==> src/hdl/thpc_ram.sv <==
module thpc_ram #(
  parameter int Width = 8,
  parameter int Depth = 16
) (
  input  logic                     clk,
  input  logic                     we,
  input  logic [$clog2(Depth)-1:0] waddr,
  input  logic [Width-1:0]         wdata,
  input  logic [$clog2(Depth)-1:0] raddr,
  output logic [Width-1:0]         rdata
);
  logic [Width-1:0] mem [Depth];
  always_ff @(posedge clk) begin
    if (we) mem[waddr] <= wdata;
    rdata <= mem[raddr];
  end
endmodule

==> config.mk <==
export PLATFORM = sky130hd
export DESIGN_NAME = thpc_ram
export DESIGN_NICKNAME = d
export VERILOG_FILES = /design/src/hdl/thpc_ram.sv
export SDC_FILE = /design/constraint.sdc
export NUM_CORES = 1
export LEC_CHECK = 0
export BUFFER_PORTS_ARGS = -buffer_cell sky130_fd_sc_hd__buf_2
export CAP_MARGIN = 10
export CORE_MARGIN = 5
export CORE_UTILIZATION = 38
export DETAILED_ROUTE_END_ITERATION = 8
export RECOVER_POWER = 100
export SLEW_MARGIN = 20
export SYNTH_ARGS = -nofsm -noshare
export SYNTH_HDL_FRONTEND = slang
export SYNTH_SLANG_ARGS = --single-unit
export TNS_END_PERCENT = 20
==> constraint.sdc <==
create_clock -name clk -period 2 [get_ports clk]
set_input_delay 0.3 -clock clk [delete_from_list [all_inputs] [get_ports clk]]
set_output_delay 0.3 -clock clk [all_outputs]
set_load 0.005 [all_outputs]
# Yosys cells after proc, flatten, opt, wreduce, memory -nomap -nowiden
# Memories as Yosys holds them, arrays and structs flattened. A register that Yosys moved wholly into a read port is not among the register bits.
# Index checks and enable logic that the tools add are counted.
dict set report totals {
  memories 1
  input_bits 18
  latch_bits 0
  ramBits 128
  output_inout_bits 8
  reg_bits 0
  mem_bits_ro 0
}
dict set report op_classes {
  bitwise_logic 0
  shifts 0
  multipliers 0
  muxes 2
  reduce_logical 0
  n_div 0
  eq_ne 0
  n_lt_le_gt_ge 0
  add_sub_neg 0
}
# name words width rd rd_ports_with_merged_regs wr line
set memory_table {}
lappend memory_table {mem 16 8 1 1 1 12} ;# logic [Width-1:0] mem [Depth];
# cell count
set op_table {}
lappend op_table {{$mux 1} 2}

# Logic depth before layout (Yosys ltp)
# Gate-level depths: netlist of the first run.
dict set report logic_depth {
  ltp_word 2
  mapped_depth 5
  depth_no_buf 3
}

# Worst setup path after synthesis of the first run
# No wires, ideal clock.
dict set report synth_timing {
  kind {in2reg}
  startpoint {input port waddr[2]}
  endpoint {memory mem[0][0], enable pin}
  path_buffers 0
  setup_slack_ns 0.207
  stages 2
  arrival_ns 1.410
  path_cell_list {or3b_2 nor3_1}
}
# element line
set synth_lines {}
lappend synth_lines {{start: declaration} 7} ;# input logic [$clog2(Depth)-1:0] waddr,
lappend synth_lines {{end: declaration} 12}
# No word-level cell before the write port.

# Final worst setup path of the first run
dict set report layout_timing {
  startpoint {input port we}
  endpoint {memory mem[0][5], enable pin}
}
dict set report layout_via {
  elab_chain_len 2
}
# element line
set layout_lines {}
lappend layout_lines {{start: declaration} 6} ;# input logic we,
lappend layout_lines {{$mux 1} 14} ;# if (we) mem[waddr] <= wdata;
lappend layout_lines {{$mux 1 (implied by the code)} 14}
# No other way between the ends.

==> impl_metrics.ini, run 1 <==
[power_and_ir_drop]
design_power_total_mw = 6.305
power_per_cell_area_nw_per_um2 = 1039
worst_ir_drop_vdd_mv = 0.6192
leakage_nw = 1.976

[grt]
grt_pass1_wl_um = 14970
antenna_found_initial = 0
vias_in_the_first_global_route = 2536
global_route.overflow_total = 0
grt_start_max_net_pins = 25
grt.total_usage_pct = 12.92

[final_layout]
num-nets-final = 302
fillerInstances = 1145
layout-drive-gt1-share_pct = 20.20
area_of_the_multi_input_gates_sq_um = 1057
utilization_pct = 45.84
synthToLayoutAreaGrowth_pct = 17.94
insertedDiodeCount = 0
ff_latch_area_sq_um = 4004

[job]
cap_violations = 0

[worst_hold_path]
hold_path_depth = 1
holdPathEnd = mem[7][4]$_DFFE_PP_
hp-start = wdata[4]
min_path_type = in -> reg

[worst_setup_path]
worst_setup_path_end_kind = flop
timing.critical_path.required_ns = 2.04
critical-path-top-delay-family = simple AND/OR/NAND/NOR gates
regToRegStartpoint = mem[5][2]$_DFFE_PP_
path_cells = clkbuf_1, or3b_2, nor3_1, clkbuf_1
kind_of_start_point_of_the_critical_path = primary input
critPathArrivalTime_ns = 1.56
timing.critical_path.slowest_cell_delay_ns = 0.50
critical_path.slowest_cell = or3b_2
worst-path-max-fanout = 8
worst-setup-path-type = in -> reg
reg2reg_slack_ns = 0.67
r2r-end = rdata[2]$_DFF_P_
worst-path-buf-inv = 2
critical_path.most_common_cell = clkbuf_1
ff2ff_path_depth = 3

[yosys]
yosys_warnings = 0
synth-seq-area-share_pct = 77.78
postSynthCellCount = 229
synth.lib_cells_used.distinct = 19
synthFlopType = edfxtp_1
synth_enable_flop_cells = 128
synth_nets = 247
postSynthAreaPerCell_sq_um = 22.48
mappedNetlistArea_sq_um = 5147
synth-async-reset-ratio_pct = 0
ys_seq_elements = 136

[routing]
wirelength_met1_um = 4070
routed_length_on_met3_um = 477
drc_errors = 0
antenna_violating_nets_post_route = 0
wl_met2_um = 4807
route.vias.total = 2381
post_drt_wl_per_cell_um = 20.14
top_signal_layer_used = met4
route.final.wire_length_um = 9528
via_per_inst = 5.034
dr.first_iter.drc_count = 154
drt_pre_antenna_iters = 4

[clock_network]
clock_path_buffers = 2
clock_tree.root_cell = clkbuf_16
holdBufCountCts = 0
clkLatencyLatePin_ns = 0.41
tritoncts = done
cts_buffers = 17
clk_pin_slew_ns = 0.05
cts.repair_timing.setup_buffer_count = 0
ctsResizeCount = 0
cts_sinks = 136
cts_max_level = 4

[timing]
hold_viol = 0
slew_headroom_pct = 50.21
finClkSkew_ns = 0.003772
final_min_period_over_clock_period_pct = 76.01
worstMarginPinSlew_ns = 0.7468
grt_setup_unrepaired = no
timing.setup.tns_ns = 0
hold_ws_ns = 0.4039
max_freq_ghz = 0.6578
report.final.setup_viol = 0
slew_violations = 0
period_minus_slack_ns = 1.520

[die]
start_util_pct = 38.87
std_cell_rows = 42
die_area_sq_um = 15970
die_width_um = 126.4
core_sq_um = 13240
die_h_um = 126.4
ioPinCount = 26

[placed_design]
detailed_place_hpwl_um = 6167
number_of_port_buffers = 25
gp_congestion = 0.7086

[run_status]
outcome = complete, no violations
## worst reg2reg max path, stage by stage (launching register included)
cell	delay (ns)
edfxtp_1	0.36
mux4_1	0.54
a22oi_1	0.24
nand2_1	0.08
## worst max-delay path by stage
| stage | from | to | slack [ns] | cells after the start |
|---|---|---|---|---|
| floorplan | waddr[2] | mem[0][0]$_DFFE_PP_ | 0.21 | 2 |
| CTS | mem[5][2]$_DFFE_PP_ | rdata[2]$_DFF_P_ | 0.65 | 3 |
| finish | we | mem[0][5]$_DFFE_PP_ | 0.48 | 4 |
| detailed placement | raddr[0] | rdata[2]$_DFF_P_ | 0.27 | 5 |
| global route | we | mem[0][2]$_DFFE_PP_ | 0.36 | 4 |
| global placement | raddr[0] | rdata[2]$_DFF_P_ | 0.28 | 5 |
## layer usage
| metal | vias up | global-route usage [%] |
|---|---|---|
| met3 | 13 | 4.288 |
| met1 | 1227 | 16.36 |
| li1 | 1083 | - |
| met5 | - | 0 |
| met2 | 58 | 20.58 |
| met4 | 0 | 5.300 |
## kinds of logic after synthesis
kind of cell / count (synthesis) / share of synthesized area [%]
compound gates: 16 / 2.334
buf+inv: 10 / 1.677
flops: 136 / 77.78
simple gates: 35 / 3.184
mux: 32 / 15.02
## placed cells by master, fill, tap and decap left out
cell,netlist,layout
a22oi_1,16,16
and2_1,1,1
and2b_1,1,1
buf_12,0,3
buf_2,3,11
buf_4,1,2
clkbuf_1,0,37
clkbuf_16,0,17
clkbuf_8,0,6
clkinv_2,0,1
clkinvlp_4,0,1
dfxtp_1,8,8
edfxtp_1,128,128
mux4_1,14,14
mux4_2,18,18
nand2_1,9,9
nand2b_1,2,2
nand3_1,1,1
nand3b_1,2,2
nor2_1,13,13
nor2b_1,1,1
nor3_1,4,4
or3b_2,1,1
## report_power, final
part / leakage, nW / internal (mW) / switching [mW]
clock network: 0.265 / 1.78 / 1.03
logic: 0.488 / 0.123 / 0.160
registers: 1.22 / 3.19 / 0.0166
## flip-flops by register name (all words and copies together), names as in the netlist
register / count
mem: 128
rdata: 8
## per-stage QoR
step                area (sq um)  cells  setup slack [ns]
finish                      6071    473            0.4799
global route                6071    473            0.3647
CTS                         6148    473            0.6485
detailed placement          5602    441            0.2746
global placement            5602    441            0.2837
floorplan                   5147    229            0.2071
## cells in the mapped netlist, types with 2 or more instances
library cell	number	area, sq um
a22oi_1	16	120.1
nor3_1	4	20.02
buf_6	3	33.78
dfxtp_1	8	160.2
nand2b_1	2	12.51
buf_2	3	15.01
nor2_1	13	48.80
clkdlybuf4s25_2	3	30.03
mux4_2	18	405.4
nand2_1	9	33.78
edfxtp_1	128	3844
nand3b_1	2	15.01
mux4_1	14	367.9
## cell type report
cell class                 instances  area share (%)
clock buffer                      30           8.800
tap                              176           3.627
sequential                       136           65.95
multi-input combinational         83           17.42
clock inverter                     2          0.2061
timing repair buffer              46           3.998
No activity file was read; power rests on OpenSTA's default activity.
==> run 2: changes to the inputs <==
Settings changed: ABC_AREA set to 1.
Clock period 2 ns to 1.43 ns, I/O delays scaled along.
==> run 2 against run 1 <==
Effect of this change: first-iteration DRC count rose to 3.1 times the previous value; routed wire length rose by 34%; setup slack got worse by 0.21 ns; sequential share of layout area fell by 6.2 points; non-clock buffer count rose by 5; sequential power rose by 40%; synthesized cell count rose by 140%; count of clock-buffer cells in the layout fell by 8; critical path type unchanged.
==> impl_metrics.ini, run 2 <==
[routing]
route.final.wire_length_um = 12750
drt_pre_antenna_iters = 5
post_drt_wl_per_cell_um = 15.98
dr.first_iter.drc_count = 470
route.vias.total = 3794
via_per_inst = 4.754
antenna_violating_nets_post_route = 0
drc_errors = 0

[grt]
antenna_found_initial = 0
grt.total_usage_pct = 15.10
grt_start_max_net_pins = 65
global_route.overflow_total = 0
vias_in_the_first_global_route = 3703
grt_pass1_wl_um = 20480

[final_layout]
synthToLayoutAreaGrowth_pct = 16.25
num-nets-final = 615
insertedDiodeCount = 0
max_reg_flops = 128
layout.cell_area.non_filler_sq_um = 6704
ff_latch_area_sq_um = 4004
reg_top3 = mem (128), rdata (8)
fillerInstances = 1373
area_of_the_multi_input_gates_sq_um = 1214
regMostFlops = mem
highest_count_cells_in_the_layout_ignoring_fill_and_taps = 173 x nand2_1, 128 x edfxtp_1, 100 x inv_1
layout-drive-gt1-share_pct = 8.033
mostFrequentLayoutCell = nand2_1

[die]
start_util_pct = 38.36
ioPinCount = 26
die_area_sq_um = 17740
die_h_um = 133.2
core_sq_um = 15030
std_cell_rows = 45
die_width_um = 133.2

[clock_network]
clock_tree.root_cell = clkbuf_16
cts_buffers = 17
clk_pin_slew_ns = 0.05
tritoncts = done
cts_max_level = 4
clkLatencyLatePin_ns = 0.41
cts.repair_timing.setup_buffer_count = 0
clock_path_buffers = 2
holdBufCountCts = 0
cts_sinks = 136
ctsResizeCount = 0

[yosys]
synth_enable_flop_cells = 128
synthFlopType = edfxtp_1
synth_commonest_cells = 173 x nand2_1, 128 x edfxtp_1, 100 x inv_1
netlist.top_cell.by_area = edfxtp_1
ys_seq_elements = 136
postSynthCellCount = 551
synth-seq-area-share_pct = 69.43
postSynthAreaPerCell_sq_um = 10.47
yosys_warnings = 0
synth.top_cell.area_share_pct = 66.65
synth.lib_cells_used.distinct = 12
synth_nets = 569
synth-async-reset-ratio_pct = 0
yosys.cell_count.top_type = nand2_1
synth.area.top_cells = edfxtp_1 67%, nand2_1 11%, nand3_1 8.4%
mappedNetlistArea_sq_um = 5767

[worst_setup_path]
regToRegStartpoint = mem[6][4]$_DFFE_PP_
timing.critical_path.slowest_cell_delay_ns = 0.42
reg2reg_slack_ns = 0.43
ff2ff_path_depth = 6
worst-path-buf-inv = 2
timing.critical_path.required_ns = 1.47
critical-path-top-delay-family = buffers and inverters
worst-setup-path-type = in -> reg
critPathArrivalTime_ns = 1.21
timing.critical_path.depth = 4
r2r-end = rdata[4]$_DFF_P_
worst_setup_path_end_kind = flop
worst-path-max-fanout = 8
path_cells = clkbuf_1, nand3b_1, nor2_1, clkbuf_1
critical_path.slowest_cell = clkbuf_1
kind_of_start_point_of_the_critical_path = primary input
critical_path.most_common_cell = clkbuf_1

[timing]
max_freq_ghz = 0.8585
period_minus_slack_ns = 1.165
final_min_period_over_clock_period_pct = 81.46
report.final.setup_viol = 0
slew_headroom_pct = 39.28
timing.setup.tns_ns = 0
hold_viol = 0
grt_setup_unrepaired = no
worstMarginPinSlew_ns = 0.9108
slew_violations = 0
finClkSkew_ns = 0.007748
hold_ws_ns = 0.1759

[job]
cap_violations = 0

[worst_hold_path]
holdPathEnd = rdata[7]$_DFF_P_
hp-start = raddr[3]
hold_path_depth = 3
min_path_type = in -> reg

[placed_design]
placement.cell_area_sq_um = 6206
gp_congestion = 0.7897
detailed_place_hpwl_um = 8252
number_of_port_buffers = 25

[power_and_ir_drop]
power_per_cell_area_nw_per_um2 = 1387
worst_ir_drop_vdd_mv = 0.7866
leakage_nw = 2.845

[run_status]
outcome = complete, no violations
-- run 2: worst min-delay path: stages --
cell and delay (ns):
buf_2 0.17, nand3_1 0.10, nand2_1 0.04
-- run 2: kinds of logic after synthesis --
family                 after synthesis  share of synthesized area [%]
buffers and inverters              126                          9.525
DFF                                136                          69.43
and+or+nand+nor                    289                          21.05
-- run 2: how the worst max path moves through the flow --
stage                          start                    to  slack (ns)
floorplan                   waddr[2]  mem[10][0]$_DFFE_PP_        0.26
global placement            raddr[0]      rdata[4]$_DFF_P_        0.18
detailed placement          waddr[3]   mem[4][0]$_DFFE_PP_        0.16
CTS                 rdata[7]$_DFF_P_              rdata[7]        0.27
global route                waddr[3]  mem[14][6]$_DFFE_PP_        0.17
finish                      waddr[3]   mem[5][2]$_DFFE_PP_        0.27
-- run 2: cell type report --
cell class              instances  share of cell area (%)
multi-input cells             289                   18.10
clock inverters                10                   1.922
clock buffers                  22                   6.775
repair buffers                 51                   4.255
well taps                     188                   3.509
inverters                     102                   5.711
flip-flops and latches        136                   59.72
-- run 2: stage by stage --
step | instances | total power [mW] | util (%) | worst slack [ns]
finish | 798 | 9.299 | 44.59 | 0.2651
global route | 798 | 9.645 | 44.59 | 0.1730
CTS | 798 | 9.364 | 45.16 | 0.2722
detailed placement | 766 | 5.122 | 41.28 | 0.1570
global placement | 766 | 5.113 | 41.28 | 0.1787
floorplan | 551 | 4.878 | - | 0.2647
-- run 2: power breakdown --
part | internal, mW | total, mW | switching [mW] | leakage (nW)
Sequential | 4.46 | 4.49 | 0.0289 | 1.22
Clock | 2.77 | 4.27 | 1.51 | 0.291
Combinational | 0.162 | 0.536 | 0.374 | 1.33
-- run 2: layer usage --
| metal | track usage [%] | vias to the layer above | wire length (um) |
|---|---|---|---|
| met2 | 24.29 | 110 | 6209 |
| li1 | - | 1865 | - |
| met3 | 3.625 | 13 | 629 |
| met5 | 0 | - | 0 |
| met1 | 20.71 | 1806 | 5766 |
| met4 | 3.943 | 0 | 145 |
==> run 3: changes to the inputs <==
Clock period 1.43 ns to 1.15 ns, I/O delays scaled along.
==> run 3 against run 2 <==
Effect of this change: cell count increased by 0.75%; register-to-register slack worse by 0.27 ns; setup slack got worse by 0.19 ns; critical path depth did not move; power increased by 22%; global-route usage down 0.16 points; clock skew shrank 0.0013 ns; clock power up 19%.
==> impl_metrics.ini, run 3 (same netlist as run 2, synthesis figures left out) <==
[worst_setup_path]
critical_path.slowest_cell = clkbuf_1
critPathArrivalTime_ns = 1.12
worst-setup-path-type = in -> reg
critical_path.most_common_cell = clkbuf_1
regToRegStartpoint = mem[9][4]$_DFFE_PP_
path_cells = clkbuf_1, nand3b_1, nor2_1, clkbuf_1
timing.critical_path.slowest_cell_delay_ns = 0.43
worst_setup_path_end_kind = flop
worst-path-buf-inv = 2
timing.critical_path.required_ns = 1.20
critical-path-top-delay-family = buffers and inverters
reg2reg_slack_ns = 0.16
worst-path-max-fanout = 8
r2r-end = rdata[4]$_DFF_P_
kind_of_start_point_of_the_critical_path = primary input
ff2ff_path_depth = 6

[clock_network]
cts_buffers = 17
holdBufCountCts = 0
ctsResizeCount = 0
clock_path_buffers = 2
clock_tree.root_cell = clkbuf_16
cts_max_level = 4
cts_sinks = 136
clk_pin_slew_ns = 0.05
tritoncts = done
clkLatencyLatePin_ns = 0.41
cts.repair_timing.setup_buffer_count = 0

[die]
start_util_pct = 38.36
std_cell_rows = 45
ioPinCount = 26
die_area_sq_um = 17740
die_h_um = 133.2
core_sq_um = 15030
die_width_um = 133.2

[routing]
post_drt_wl_per_cell_um = 16.06
route.final.wire_length_um = 12910
drt_pre_antenna_iters = 5
route.vias.total = 3795
drc_errors = 0
antenna_violating_nets_post_route = 0
via_per_inst = 4.720
dr.first_iter.drc_count = 300

[timing]
final_min_period_over_clock_period_pct = 93.56
setup_ws_ns = 0.07408
finClkSkew_ns = 0.006403
max_freq_ghz = 0.9294
timing.setup.tns_ns = 0
grt_setup_unrepaired = no
worstMarginPinSlew_ns = 0.9041
period_minus_slack_ns = 1.076
slew_violations = 0
hold_viol = 0
slew_headroom_pct = 39.73
report.final.setup_viol = 0

[worst_hold_path]
hold_path_depth = 3
min_path_type = in -> reg
hp-start = raddr[3]
holdPathEnd = rdata[3]$_DFF_P_

[placed_design]
post-place-cells = 773
gp_congestion = 0.8155
detailed_place_hpwl_um = 8578
placement.setup.worst_slack_ns = -0.1128
number_of_port_buffers = 25

[final_layout]
insertedDiodeCount = 0
post_layout_nonfiller_instances = 804
utilization_pct = 45.05
max_reg_flops = 128
synthToLayoutAreaGrowth_pct = 17.44
mostFrequentLayoutCell = nand2_1
regMostFlops = mem
num-nets-final = 622
reg_top3 = mem (128), rdata (8)
highest_count_cells_in_the_layout_ignoring_fill_and_taps = 173 x nand2_1, 128 x edfxtp_1, 100 x inv_1
layout-drive-gt1-share_pct = 10.55

[power_and_ir_drop]
design_power_total_mw = 11.38
leakage_nw = 2.882
power_per_cell_area_nw_per_um2 = 1680
worst_ir_drop_vdd_mv = 0.9393

[grt]
antenna_found_initial = 0
vias_in_the_first_global_route = 3683
grt.total_usage_pct = 14.94
grt_start_max_net_pins = 30
global_route.overflow_total = 0
grt_pass1_wl_um = 20100

[job]
cap_violations = 0

[run_status]
outcome = complete, no violations
[run 3: cell types whose count changed in the layout (fill, tap and decap cells not counted), sizes merged]
| cell | previous run | this run |
|---|---|---|
| bufinv | 3 | 2 |
| clkinvlp | 0 | 6 |
| clkinv | 7 | 5 |
| clkbuf | 54 | 51 |
| buf | 19 | 25 |
[run 3: how the worst max path moves through the flow]
| stage | startpoint | endpoint | slack [ns] | cells past startpoint |
|---|---|---|---|---|
| 3_3_place_gp | raddr[0] | rdata[4]$_DFF_P_ | -0.10 | 8 |
| 2_1_floorplan | waddr[3] | mem[4][0]$_DFFE_PP_ | 0.03 | 2 |
| 5_1_grt | rdata[4]$_DFF_P_ | rdata[4] | 0.01 | 1 |
| 6_report | waddr[3] | mem[7][2]$_DFFE_PP_ | 0.07 | 4 |
| 3_5_place_dp | raddr[0] | rdata[2]$_DFF_P_ | -0.11 | 8 |
| 4_1_cts | rdata[4]$_DFF_P_ | rdata[4] | 0.04 | 1 |
[run 3: layout make-up]
cell class | count | area, sq um
Timing Repair Buffer | 58 | 375.4
Sequential cell | 136 | 4004
Tap cell | 188 | 235.2
Clock inverter | 13 | 132.6
Fill cell | 1390 | 8260
Multi-Input combinational cell | 289 | 1214
Clock buffer | 18 | 429.2
Inverter | 102 | 382.9
[run 3: worst min-delay path, cell delays in order]
cell	delay [ns]
buf_2	0.17
nand3_1	0.10
nand2_1	0.04
[run 3: power breakdown]
group,switching [mW],internal (mW)
logic,0.476,0.229
clock network,1.95,3.15
registers,0.0352,5.55
total,2.46,8.92
[run 3: through the flow]
stage	area, sq um	hold WS (ns)
2_1_floorplan	5767	0.2714
3_3_place_gp	6284	0.5450
3_5_place_dp	6284	0.5455
4_1_cts	6845	0.1145
5_1_grt	6773	0.1237
6_report	6773	0.1291
[run 3: metal layers]
| layer | vias up | global-route usage, % | wire length, um |
|---|---|---|---|
| met1 | 1805 | 19.34 | 5835 |
| met3 | 18 | 3.172 | 478 |
| met2 | 92 | 25.03 | 6397 |
| met4 | 0 | 5.200 | 198 |
| li1 | 1880 | - | - |
| met5 | - | 0 | 0 |
